===== src/rtl/core/bsm_pkg.sv =====
package bsm_pkg;

    // Result targets
    localparam logic [1:0] TGT_NONE = 2'd0;
    localparam logic [1:0] TGT_PRG  = 2'd1;
    localparam logic [1:0] TGT_RAM  = 2'd2;
    localparam logic [1:0] TGT_CHR  = 2'd3;

    // Event modes
    localparam logic [2:0] MODE_CPU_RD = 3'd0;
    localparam logic [2:0] MODE_CPU_WR = 3'd1;
    localparam logic [2:0] MODE_CHR_RD = 3'd2;
    localparam logic [2:0] MODE_CHR_WR = 3'd3;
    localparam logic [2:0] MODE_TICK   = 3'd4;

    // Configuration register indexes
    localparam logic [1:0] CFG_PRG_COUNT = 2'd0;
    localparam logic [1:0] CFG_CHR_COUNT = 2'd1;
    localparam logic [1:0] CFG_RAM_PRES  = 2'd2;
    localparam logic [1:0] CFG_INIT_MIR  = 2'd3;

    localparam logic [8:0] MAX_BANKS = 9'd256;

    // Mapper state as seen by the datapath
    typedef struct packed {
        logic [8:0]      prg_count;
        logic [8:0]      chr_count;
        logic            ram_present;
        logic [7:0]      bank_select;
        logic [7:0][7:0] bank_regs;
        logic            ram_enable;
        logic            ram_protect;
        logic            irq_flag;
        logic            mirror;
    } map_state_t;

    // State update commanded by an accepted item
    typedef struct packed {
        logic        reg_wr;
        logic        tick;
        logic [15:0] addr;
        logic [7:0]  data;
    } map_cmd_t;

    // Limit a bank count to the 256 banks that an 8-bit register reaches
    function automatic logic [8:0] clamp_count(input logic [8:0] c);
        clamp_count = (c > MAX_BANKS) ? MAX_BANKS : c;
    endfunction

endpackage


===== src/rtl/core/bsm_rem_unit.sv =====
module bsm_rem_unit
    import bsm_pkg::*;
(
    input  logic       clk,
    input  logic       rst_n,
    input  logic       start,
    input  logic [7:0] dividend,
    input  logic [8:0] divisor,
    output logic       done,
    output logic [7:0] rem
);

    logic [7:0] rem_reg;
    logic [7:0] div_reg;
    logic [8:0] dsr_reg;
    logic [1:0] cnt_reg;
    logic       busy_reg;
    logic       done_reg;

    logic [8:0] r1;
    logic [8:0] r1_sub;
    logic [8:0] r2;
    logic [8:0] r2_sub;

    // Two restoring steps per cycle, dividend MSB first
    always_comb
    begin
        r1     = {rem_reg, div_reg[7]};
        r1_sub = (r1 >= dsr_reg) ? (r1 - dsr_reg) : r1;
        r2     = {r1_sub[7:0], div_reg[6]};
        r2_sub = (r2 >= dsr_reg) ? (r2 - dsr_reg) : r2;
    end

    // Load on start, then advance while busy and pulse done at the last step
    always_ff @(posedge clk or negedge rst_n)
    begin
        if (!rst_n)
        begin
            busy_reg <= 1'b0;
            done_reg <= 1'b0;
            cnt_reg  <= 2'd0;
        end
        else
        begin
            done_reg <= 1'b0;
            if (start)
            begin
                busy_reg <= 1'b1;
                cnt_reg  <= 2'd0;
            end
            else if (busy_reg)
            begin
                cnt_reg <= cnt_reg + 2'd1;
                if (cnt_reg == 2'd3)
                begin
                    busy_reg <= 1'b0;
                    done_reg <= 1'b1;
                end
            end
        end
    end

    always_ff @(posedge clk)
    begin
        if (start)
        begin
            rem_reg <= 8'd0;
            div_reg <= dividend;
            dsr_reg <= divisor;
        end
        else if (busy_reg)
        begin
            rem_reg <= r2_sub[7:0];
            div_reg <= {div_reg[5:0], 2'b00};
        end
    end

    assign done = done_reg;
    assign rem  = rem_reg;

endmodule


===== src/rtl/core/bsm_state.sv =====
module bsm_state
    import bsm_pkg::*;
(
    input  logic       clk,
    input  logic       rst_n,
    input  logic       cfg_wr,
    input  logic [1:0] cfg_index,
    input  logic [8:0] cfg_data,
    input  logic       cmd_valid,
    input  map_cmd_t   cmd,
    output map_state_t st
);

    logic [8:0]      prg_count_reg;
    logic [8:0]      chr_count_reg;
    logic            ram_present_reg;
    logic [7:0]      bank_select_reg;
    logic [7:0][7:0] bank_regs_reg;
    logic            ram_enable_reg;
    logic            ram_protect_reg;
    logic [7:0]      irq_latch_reg;
    logic [7:0]      irq_count_reg;
    logic            irq_reload_reg;
    logic            irq_enable_reg;
    logic            irq_flag_reg;
    logic            mirror_reg;

    logic [7:0]      irq_count_next;
    logic            odd;

    assign odd = cmd.addr[0];

    // Reload or decrement the scanline counter
    always_comb
    begin
        if ((irq_count_reg == 8'd0) || irq_reload_reg)
            irq_count_next = irq_latch_reg;
        else
            irq_count_next = irq_count_reg - 8'd1;
    end

    always_ff @(posedge clk or negedge rst_n)
    begin
        if (!rst_n)
        begin
            prg_count_reg   <= 9'd32;
            chr_count_reg   <= 9'd128;
            ram_present_reg <= 1'b1;
            bank_select_reg <= 8'd0;
            bank_regs_reg   <= '0;
            ram_enable_reg  <= 1'b1;
            ram_protect_reg <= 1'b0;
            irq_latch_reg   <= 8'd0;
            irq_count_reg   <= 8'd0;
            irq_reload_reg  <= 1'b0;
            irq_enable_reg  <= 1'b0;
            irq_flag_reg    <= 1'b0;
            mirror_reg      <= 1'b0;
        end
        else
        begin
            // Configuration writes; the initial mirroring loads the live mirroring
            if (cfg_wr)
            begin
                case (cfg_index)
                    CFG_PRG_COUNT: prg_count_reg   <= cfg_data;
                    CFG_CHR_COUNT: chr_count_reg   <= cfg_data;
                    CFG_RAM_PRES:  ram_present_reg <= cfg_data[0];
                    CFG_INIT_MIR:  mirror_reg      <= cfg_data[0];
                    default: ;
                endcase
            end
            // Mapper register writes, decoded by window and address parity
            if (cmd_valid && cmd.reg_wr)
            begin
                case (cmd.addr[14:13])
                    2'd0:
                    begin
                        if (!odd)
                            bank_select_reg <= cmd.data;
                        else
                            bank_regs_reg[bank_select_reg[2:0]] <= cmd.data;
                    end
                    2'd1:
                    begin
                        if (!odd)
                            mirror_reg <= cmd.data[0];
                        else
                        begin
                            ram_protect_reg <= cmd.data[6];
                            ram_enable_reg  <= cmd.data[7];
                        end
                    end
                    2'd2:
                    begin
                        if (!odd)
                            irq_latch_reg <= cmd.data;
                        else
                        begin
                            irq_count_reg  <= 8'd0;
                            irq_reload_reg <= 1'b1;
                        end
                    end
                    default:
                    begin
                        if (!odd)
                        begin
                            irq_enable_reg <= 1'b0;
                            irq_flag_reg   <= 1'b0;
                        end
                        else
                            irq_enable_reg <= 1'b1;
                    end
                endcase
            end
            // Scanline tick
            if (cmd_valid && cmd.tick)
            begin
                irq_count_reg  <= irq_count_next;
                irq_reload_reg <= 1'b0;
                if ((irq_count_next == 8'd0) && irq_enable_reg)
                    irq_flag_reg <= 1'b1;
            end
        end
    end

    assign st.prg_count   = clamp_count(prg_count_reg);
    assign st.chr_count   = clamp_count(chr_count_reg);
    assign st.ram_present = ram_present_reg;
    assign st.bank_select = bank_select_reg;
    assign st.bank_regs   = bank_regs_reg;
    assign st.ram_enable  = ram_enable_reg;
    assign st.ram_protect = ram_protect_reg;
    assign st.irq_flag    = irq_flag_reg;
    assign st.mirror      = mirror_reg;

endmodule


===== src/rtl/core/bank_switch_mapper_with_scanline_irq_core.sv =====
// Flow: register writes, ticks and work-RAM or blocked accesses pass from the
// input beat through the finish state to the output register; ROM and pattern
// accesses first wait in the calc state for the shared remainder unit, which
// reduces the bank number two bits per cycle. No new item is taken before the last is through: the input
// is not ready while busy, and a stalled result holds the sequencer.
// Reset: rst_n clears all mapper state to its power-on values at once.
module bank_switch_mapper_with_scanline_irq_core
    import bsm_pkg::*;
(
    input  logic        clk,
    input  logic        rst_n,
    // Input stream
    input  logic        s_tvalid,
    output logic        s_tready,
    input  logic [23:0] s_tdata,    // [15:0] addr, [23:16] data
    input  logic [2:0]  s_tuser,    // [2:0] mode
    // Result stream
    output logic        m_tvalid,
    input  logic        m_tready,
    output logic [23:0] m_tdata,    // [20:0] mem_address, [21] write_strobe,
                                    // [22] irq, [23] mirror_horizontal
    output logic [1:0]  m_tuser,    // [1:0] target
    // Configuration write channel
    input  logic        cfg_valid,
    output logic        cfg_ready,
    input  logic [1:0]  cfg_index,
    input  logic [8:0]  cfg_data
);

    localparam logic [1:0] ST_IDLE = 2'd0;
    localparam logic [1:0] ST_CALC = 2'd1;
    localparam logic [1:0] ST_FIN  = 2'd2;

    logic [1:0]  state_reg;
    logic [1:0]  state_next;
    logic [1:0]  tgt_reg;
    logic        strobe_reg;
    logic [12:0] low_reg;
    logic        out_valid_reg;
    logic [23:0] out_data_reg;
    logic [1:0]  out_user_reg;

    map_state_t  st;
    map_cmd_t    cmd;
    logic        accept;
    logic [2:0]  mode;
    logic [15:0] addr;
    logic [7:0]  data;

    logic [1:0]  tgt;
    logic        strobe;
    logic        need_rem;
    logic [7:0]  bank;
    logic [8:0]  count;
    logic        ram_ok;

    logic [1:0]  win;
    logic [7:0]  prg_second;
    logic [7:0]  prg_bank;
    logic [2:0]  slot;
    logic [7:0]  chr_bank;

    logic        rem_done;
    logic [7:0]  rem;
    logic        fin_go;
    logic [20:0] maddr;

    assign mode   = s_tuser;
    assign addr   = s_tdata[15:0];
    assign data   = s_tdata[23:16];
    assign accept = s_tvalid && s_tready;

    assign s_tready  = (state_reg == ST_IDLE);
    assign cfg_ready = 1'b1;

    // Program bank select: swap the first and third windows in swap mode
    always_comb
    begin
        win = addr[14:13];
        if (st.bank_select[6] && !win[0])
            win = win ^ 2'b10;
        prg_second = (st.prg_count >= 9'd2) ? 8'(st.prg_count - 9'd2) : 8'd0;
        case (win)
            2'd0:    prg_bank = st.bank_regs[6];
            2'd1:    prg_bank = st.bank_regs[7];
            2'd2:    prg_bank = prg_second;
            default: prg_bank = 8'(st.prg_count - 9'd1);
        endcase
    end

    // Pattern bank select: 2 KiB pairs in the low half, 1 KiB slots above
    always_comb
    begin
        slot = addr[12:10] ^ {st.bank_select[7], 2'b00};
        if (!slot[2])
            chr_bank = {st.bank_regs[{1'b0, slot[2:1]}][7:1], slot[0]};
        else
            chr_bank = st.bank_regs[slot - 3'd2];
    end

    // Decode the event
    always_comb
    begin
        tgt      = TGT_NONE;
        strobe   = 1'b0;
        need_rem = 1'b0;
        bank     = prg_bank;
        count    = st.prg_count;
        cmd.reg_wr = 1'b0;
        cmd.tick   = 1'b0;
        cmd.addr   = addr;
        cmd.data   = data;
        ram_ok   = st.ram_present && st.ram_enable &&
                   !((mode == MODE_CPU_WR) && st.ram_protect);
        case (mode)
            MODE_CPU_RD, MODE_CPU_WR:
            begin
                if (addr[15:13] == 3'b011)
                begin
                    if (ram_ok)
                    begin
                        tgt    = TGT_RAM;
                        strobe = (mode == MODE_CPU_WR);
                    end
                end
                else if (addr[15])
                begin
                    if (mode == MODE_CPU_WR)
                        cmd.reg_wr = 1'b1;
                    else if (st.prg_count != 9'd0)
                    begin
                        tgt      = TGT_PRG;
                        need_rem = 1'b1;
                    end
                end
            end
            MODE_CHR_RD, MODE_CHR_WR:
            begin
                bank  = chr_bank;
                count = st.chr_count;
                if (st.chr_count != 9'd0)
                begin
                    tgt      = TGT_CHR;
                    strobe   = (mode == MODE_CHR_WR);
                    need_rem = 1'b1;
                end
            end
            MODE_TICK:
                cmd.tick = 1'b1;
            default: ;
        endcase
    end

    bsm_state u_state (
        .clk       (clk),
        .rst_n     (rst_n),
        .cfg_wr    (cfg_valid && cfg_ready),
        .cfg_index (cfg_index),
        .cfg_data  (cfg_data),
        .cmd_valid (accept),
        .cmd       (cmd),
        .st        (st)
    );

    bsm_rem_unit u_rem (
        .clk      (clk),
        .rst_n    (rst_n),
        .start    (accept && need_rem),
        .dividend (bank),
        .divisor  (count),
        .done     (rem_done),
        .rem      (rem)
    );

    // Sequencer
    assign fin_go = (state_reg == ST_FIN) && (!out_valid_reg || m_tready);

    always_comb
    begin
        state_next = state_reg;
        case (state_reg)
            ST_IDLE:
                if (accept)
                    state_next = need_rem ? ST_CALC : ST_FIN;
            ST_CALC:
                if (rem_done)
                    state_next = ST_FIN;
            ST_FIN:
                if (fin_go)
                    state_next = ST_IDLE;
            default:
                state_next = ST_IDLE;
        endcase
    end

    always_ff @(posedge clk or negedge rst_n)
    begin
        if (!rst_n)
            state_reg <= ST_IDLE;
        else
            state_reg <= state_next;
    end

    // Hold the decoded item
    always_ff @(posedge clk)
    begin
        if (accept)
        begin
            tgt_reg    <= tgt;
            strobe_reg <= strobe;
            low_reg    <= addr[12:0];
        end
    end

    // Compose the translated address
    always_comb
    begin
        case (tgt_reg)
            TGT_PRG: maddr = {rem, low_reg};
            TGT_RAM: maddr = {8'd0, low_reg};
            TGT_CHR: maddr = {3'd0, rem, low_reg[9:0]};
            default: maddr = 21'd0;
        endcase
    end

    // Output register
    always_ff @(posedge clk or negedge rst_n)
    begin
        if (!rst_n)
            out_valid_reg <= 1'b0;
        else if (fin_go)
            out_valid_reg <= 1'b1;
        else if (m_tready)
            out_valid_reg <= 1'b0;
    end

    always_ff @(posedge clk)
    begin
        if (fin_go)
        begin
            out_data_reg <= {st.mirror, st.irq_flag, strobe_reg, maddr};
            out_user_reg <= tgt_reg;
        end
    end

    assign m_tvalid = out_valid_reg;
    assign m_tdata  = out_data_reg;
    assign m_tuser  = out_user_reg;

endmodule


===== config.mk =====
export PLATFORM = sky130hd
export DESIGN_NAME = bank_switch_mapper_with_scanline_irq_core
export DESIGN_NICKNAME = d
export VERILOG_FILES = /design/src/rtl/core/bsm_pkg.sv /design/src/rtl/core/bsm_rem_unit.sv /design/src/rtl/core/bsm_state.sv /design/src/rtl/core/bank_switch_mapper_with_scanline_irq_core.sv
export SDC_FILE = /design/constraint.sdc
export NUM_CORES = 1
export LEC_CHECK = 0
export BUFFER_PORTS_ARGS = -buffer_cell sky130_fd_sc_hd__buf_4
export CAP_MARGIN = 20
export CORE_ASPECT_RATIO = 1.1
export CORE_MARGIN = 2
export CORE_UTILIZATION = 45
export DETAILED_ROUTE_END_ITERATION = 8
export SLEW_MARGIN = 20
export SYNTH_ARGS = -nofsm -noshare
export SYNTH_HDL_FRONTEND = slang
export SYNTH_HIERARCHICAL = 1
export SYNTH_SLANG_ARGS = --single-unit

===== constraint.sdc =====
create_clock -name clk -period 3.43 [get_ports clk]
set_input_delay 0.1715 -clock clk [delete_from_list [all_inputs] [get_ports clk]]
set_output_delay 0.1715 -clock clk [all_outputs]
set_load 0.01 [all_outputs]

Word level (Yosys, flattened, before mapping):

Index checks and enable logic that the tools add are counted.

* flip-flop bits (word level): 187
* input bits: 43
* output and inout port bits: 29
* logic and storage cells: 194

* add/subtract/negate cells: 7
* magnitude comparators: 9
* equal/unequal tests: 21
* mux-type cells: 77
* bitwise operators: 4
* reduce and logical (&&, ||, !) cells: 43

Operators with widths (number)
* 2-to-1 mux 8 bit: 15
* bitwise mux 64 bit: 1
* case mux 21 bit (3 select lines): 1
* 2-to-1 mux 1 bit: 39
* 2-to-1 mux 9 bit: 3
* binary-select mux 8 bit (select 3 bit): 1
* demux 8 bit (select 3 bit): 1
* case mux 8 bit (3 select lines): 1
* 2-to-1 mux 2 bit: 10
* greater-or-equal comparator 9 bit: 2
* > comparator 9 bit, second input constant: 2
* AND reduction 3 bit: 6
* nonzero test 9 bit: 2
* binary-select mux 8 bit (select 2 bit): 1
* equality test 2 bit, second input constant: 8
* zero test 8 bit: 2
* subtractor 8 x 1 -> 8 bit, second input constant: 2
* subtractor 8 bit: 2
* logical AND 1 bit: 11
* equality test 2 x 1 -> 1 bit, second input constant: 5
* nonzero test 2 bit: 5
* equality test 3 x 2 -> 1 bit, second input constant: 3
* greater-or-equal comparator 9 x 2 -> 1 bit, second input constant: 1
* zero test 2 bit: 4
* other kinds (21): 33

Logic depth before layout (Yosys ltp):

* word-level depth: 11
* mapped depth: 16
* depth with buffers taken out: 15

Hierarchy:

The synthesis kept the hierarchy.

Modules (own cells, without submodules)
* bsm_state: instances 1, cells each 348, area an instance 4830.9 µm², seq. area each 2832.7 µm²
* bank_switch_mapper_with_scanline_irq_core: instances 1, cells each 273, area an instance 2900.3 µm², seq. area each 1336.3 µm²
* bsm_rem_unit: instances 1, cells each 204, area an instance 2120.8 µm², seq. area each 770.7 µm²

Least setup slack after synthesis:

No wires, ideal clock.

* path kind: register to register
* from: register u_rem.dsr_reg[0]
* to: register u_rem.rem_reg[2], in the netlist u_rem/rem[2]
* setup time: 0.127 ns
* arrival time: 3.464 ns
* required time: 3.303 ns
* slack: -0.161 ns
* stages on the path, launching flop included: 14
* buffers on the path: 0
* clock period less this slack: 3.591 ns
* path through: edfxtp_1 > ha_1 > nand2b_1 > a2111oi_4 > o211ai_4 > nor2_4 > mux2_4 > ha_1 > and2_1 > a311oi_2 > a21oi_2 > or3_4 > a32oi_1 > o31ai_1

* longest elaborated chain between the ends: 4
* elaborated cells between the ends (all ways): 6
* those cells by class: add/sub (2); order compare (2); mux (2)

Ends and longest elaborated chain
* start: declaration: RTL line bsm_rem_unit.sv:15 `logic [8:0] dsr_reg;`
* start signal: assignment: RTL line bsm_rem_unit.sv:69 `dsr_reg <= divisor;`
* subtractor 8 bit or greater-or-equal comparator 9 bit (tied branches): RTL line bsm_rem_unit.sv:29 `r1_sub = (r1 >= dsr_reg) ? (r1 - dsr_reg) : r1;`
* 2-to-1 mux 8 bit: RTL line bsm_rem_unit.sv:29
* subtractor 8 bit or greater-or-equal comparator 9 bit (tied branches): RTL line bsm_rem_unit.sv:31 `r2_sub = (r2 >= dsr_reg) ? (r2 - dsr_reg) : r2;`
* 2-to-1 mux 8 bit (*): RTL line bsm_rem_unit.sv:31
* end signal: assignment: RTL line bsm_rem_unit.sv:73 `rem_reg <= r2_sub[7:0];`
* end: declaration: RTL line bsm_rem_unit.sv:13 `logic [7:0] rem_reg;`

Every way passes the cells marked *; elsewhere a longest branch is shown, timed or not.
A chain may end at the register's enable or synchronous reset.

Worst setup path in the final report:

* from: register u_rem.dsr_reg[0]
* to: register u_rem.rem_reg[6], in the netlist u_rem/rem[6]

Same word-level chain as after synthesis.

==> impl_metrics.env <==
export IMPL_finalWirelength_um=24250
export IMPL_pwr_share_seq_pct=34.1
export IMPL_finalSetupViolations=8
export IMPL_layout_setup_ws_ps=-109.8
export IMPL_power_frac_clock_pct=21.4
export IMPL_fin_cells=1237
export IMPL_clock_sinks=182
export IMPL_vdd_drop_max_mv=0.3727
export IMPL_layout_commonest_cell="buf_4"
export IMPL_whs_endpoint="u_state/st[25]$_DFFE_PN0P_"
export IMPL_layout_drive_gt1_share_pct=36.43
export IMPL_crit_path_cell_trace="ha_4 > nand2b_4 > a2111oi_4 > o211ai_4 > or3_1 > and2_4 > fa_2 > a21o_1 > a311o_1 > a21oi_2 > xor2_1 > o41ai_1 > a21o_1"
export IMPL_final_max_slew_viol_count=0
export IMPL_antenna_cells=0
export IMPL_drt_initial_drc_count=479
export IMPL_syn_area_mm2=0.009671
export IMPL_rrSetupSlack_ps=-110
export IMPL_die_w_um=143.8
export IMPL_antenna_left=0
export IMPL_worstSetupPathType="reg2reg"
export IMPL_drc=0
export IMPL_timing_final_crit_share_pct=103.2
export IMPL_numCtsBuffers=17
export IMPL_switching_power_mw=3.210
export IMPL_required_ps=3760
export IMPL_r2r_start="u_rem/dsr_reg[0]$_DFFE_PP_"
export IMPL_dp_cells=1171
export IMPL_largest_reg_flops=62
export IMPL_dp_hpwl_um=17580
export IMPL_die_h_um=157.8
export IMPL_internal_power_mw=5.518
export IMPL_outcome="complete, but fails checks"
export IMPL_yosys_warnings=6
export IMPL_switching_share_pct=36.77
export IMPL_arrival_ps=3870
export IMPL_worst_pin_slew_ps=923.1
export IMPL_synthCells=815
export IMPL_clock_path_buffers=2
export IMPL_drv_cap=0
export IMPL_gp_congestion=0.8892
export IMPL_crit_path_start="u_rem/dsr_reg[0]$_DFFE_PP_"
export IMPL_antenna_found_initial=0
export IMPL_max_freq_ghz=0.2825
export IMPL_num_vias=6897
export IMPL_finalCriticalPeriod_ps=3540
export IMPL_cp_slowest_stage_delay_ps=440
export IMPL_avgSynthCellArea_um2=11.87
export IMPL_max_slew_margin_pct=38.46
export IMPL_grt_overflow_total=0
export IMPL_vias_per_cell=5.576
export IMPL_rsz0062_at_grt="true"
export IMPL_dieArea_mm2=0.02268
export IMPL_port_buffers=70
export IMPL_min_delay_start="s_tdata[21]"
export IMPL_worst_path_buf_inv=0
export IMPL_p_per_area_mw_per_mm2=739.8
export IMPL_wl_per_cell_um=19.60
export IMPL_crit_top_cell="a21o_1"
export IMPL_path_max_fanout=4
export IMPL_p_leak_nw=5.162
export IMPL_row_count=56
export IMPL_dpl_cell_area_mm2=0.01069
export IMPL_r2r_cells=13
export IMPL_hold_class="in2reg"
export IMPL_holdPathStages=2
export IMPL_start_util_pct=45.55
export IMPL_violations="setup timing"
export IMPL_grt_max_degree=73
export IMPL_grt_pass1_wl_um=38540
export IMPL_fin_area_mm2=0.01180
export IMPL_tns_ps=-561.8
export IMPL_first_pass_iters=5
export IMPL_area_delta_synth_final_pct=22.00
export IMPL_core_area_mm2=0.02123
export IMPL_ios=72
export IMPL_first_global_vias=7204
export IMPL_start_kind="flip-flop"
export IMPL_path_delay_family="compound AO/OA/AOI/OAI gates"
export IMPL_mostFrequentLayoutCells="buf_4 (121), dfrtp_1 (111), mux2_2 (107), edfxtp_1 (59), nand2_1 (55)"
export IMPL_dp_slack_ps=-240.9
export IMPL_htreeDepth=4
export IMPL_syn_nets=885
export IMPL_worstSetupEndpointType="flip-flop"
export IMPL_cts_tree="done"
export IMPL_finalNetCount=1004
export IMPL_slowest_stage="edfxtp_1"
export IMPL_grt_usage_pct=22.34
export IMPL_fin_worst_skew_ps=8.661
export IMPL_fill_cells=1814
export IMPL_p_comb_share_pct=44.5
export IMPL_finalHoldViolCount=0
export IMPL_clockRootBuffer="clkbuf_16"
export IMPL_post_route_util_pct=55.57
export IMPL_clk_pin_slew_worst_paths_ps=70
export IMPL_rr_endpoint="u_rem/rem[6]$_SDFFE_PP0P_"
export IMPL_clk_latency_ps=440
-- what timing repair did --
action,4_1_cts,5_1_grt
pin swaps,17,9
hold endpoints to repair,101,0
gates cloned,0,0
endpoints found under the setup margin,8,8
buffers inserted,9,5
hold buffers,21,0
resized for setup,23,19
-- area by class of cell --
type                    count  area [µm²]  area share [%]
repair buffers            146        1181           10.01
flip-flops and latches    182        4815           40.81
well taps                 290       362.8           3.076
multi-input cells         558        4766           40.40
clock inverters            15       138.9           1.177
clock buffers              17       425.4           3.606
inverters                  29       108.9          0.9227
-- routing by layer --
metal	up-vias	track usage, %	share of wire (%)
met4	0	9.897	3.6
met1	3414	27.68	43
met3	61	3.479	3.6
met5	-	0	0
met2	192	38.57	50
li1	3230	-	-
-- metrics by stage --
stage | hold WS [ps] | power [mW]
5_1_grt | 55.34 | 9.229
2_1_floorplan | -124.1 | 5.167
4_1_cts | 39.34 | 8.519
3_5_place_dp | 354.0 | 6.254
3_3_place_gp | 353.3 | 6.165
6_report | 58.38 | 8.728
-- how the worst max path moves through the flow --
stage	end	slack (ps)	depth (start not counted)
final	u_rem/rem[6]$_SDFFE_PP0P_	-110	13
after CTS	u_rem/rem[6]$_SDFFE_PP0P_	-140	13
after detailed placement	u_rem/rem[6]$_SDFFE_PP0P_	-240	14
after global placement	u_rem/rem[6]$_SDFFE_PP0P_	-160	14
after floorplan	u_rem/rem[6]$_SDFFE_PP0P_	30	13
after global routing	u_rem/rem[6]$_SDFFE_PP0P_	-250	13
-- power by group through the flow --
stage	sequential, mW	combinational, mW	clock [mW]
6_report	2.98	3.88	1.87
5_1_grt	3.03	4.21	2.00
4_1_cts	2.98	3.61	1.92
3_5_place_dp	3.02	3.23	0
3_3_place_gp	3.01	3.15	0
2_1_floorplan	2.97	2.20	0
(Power assumes the default switching activity.)
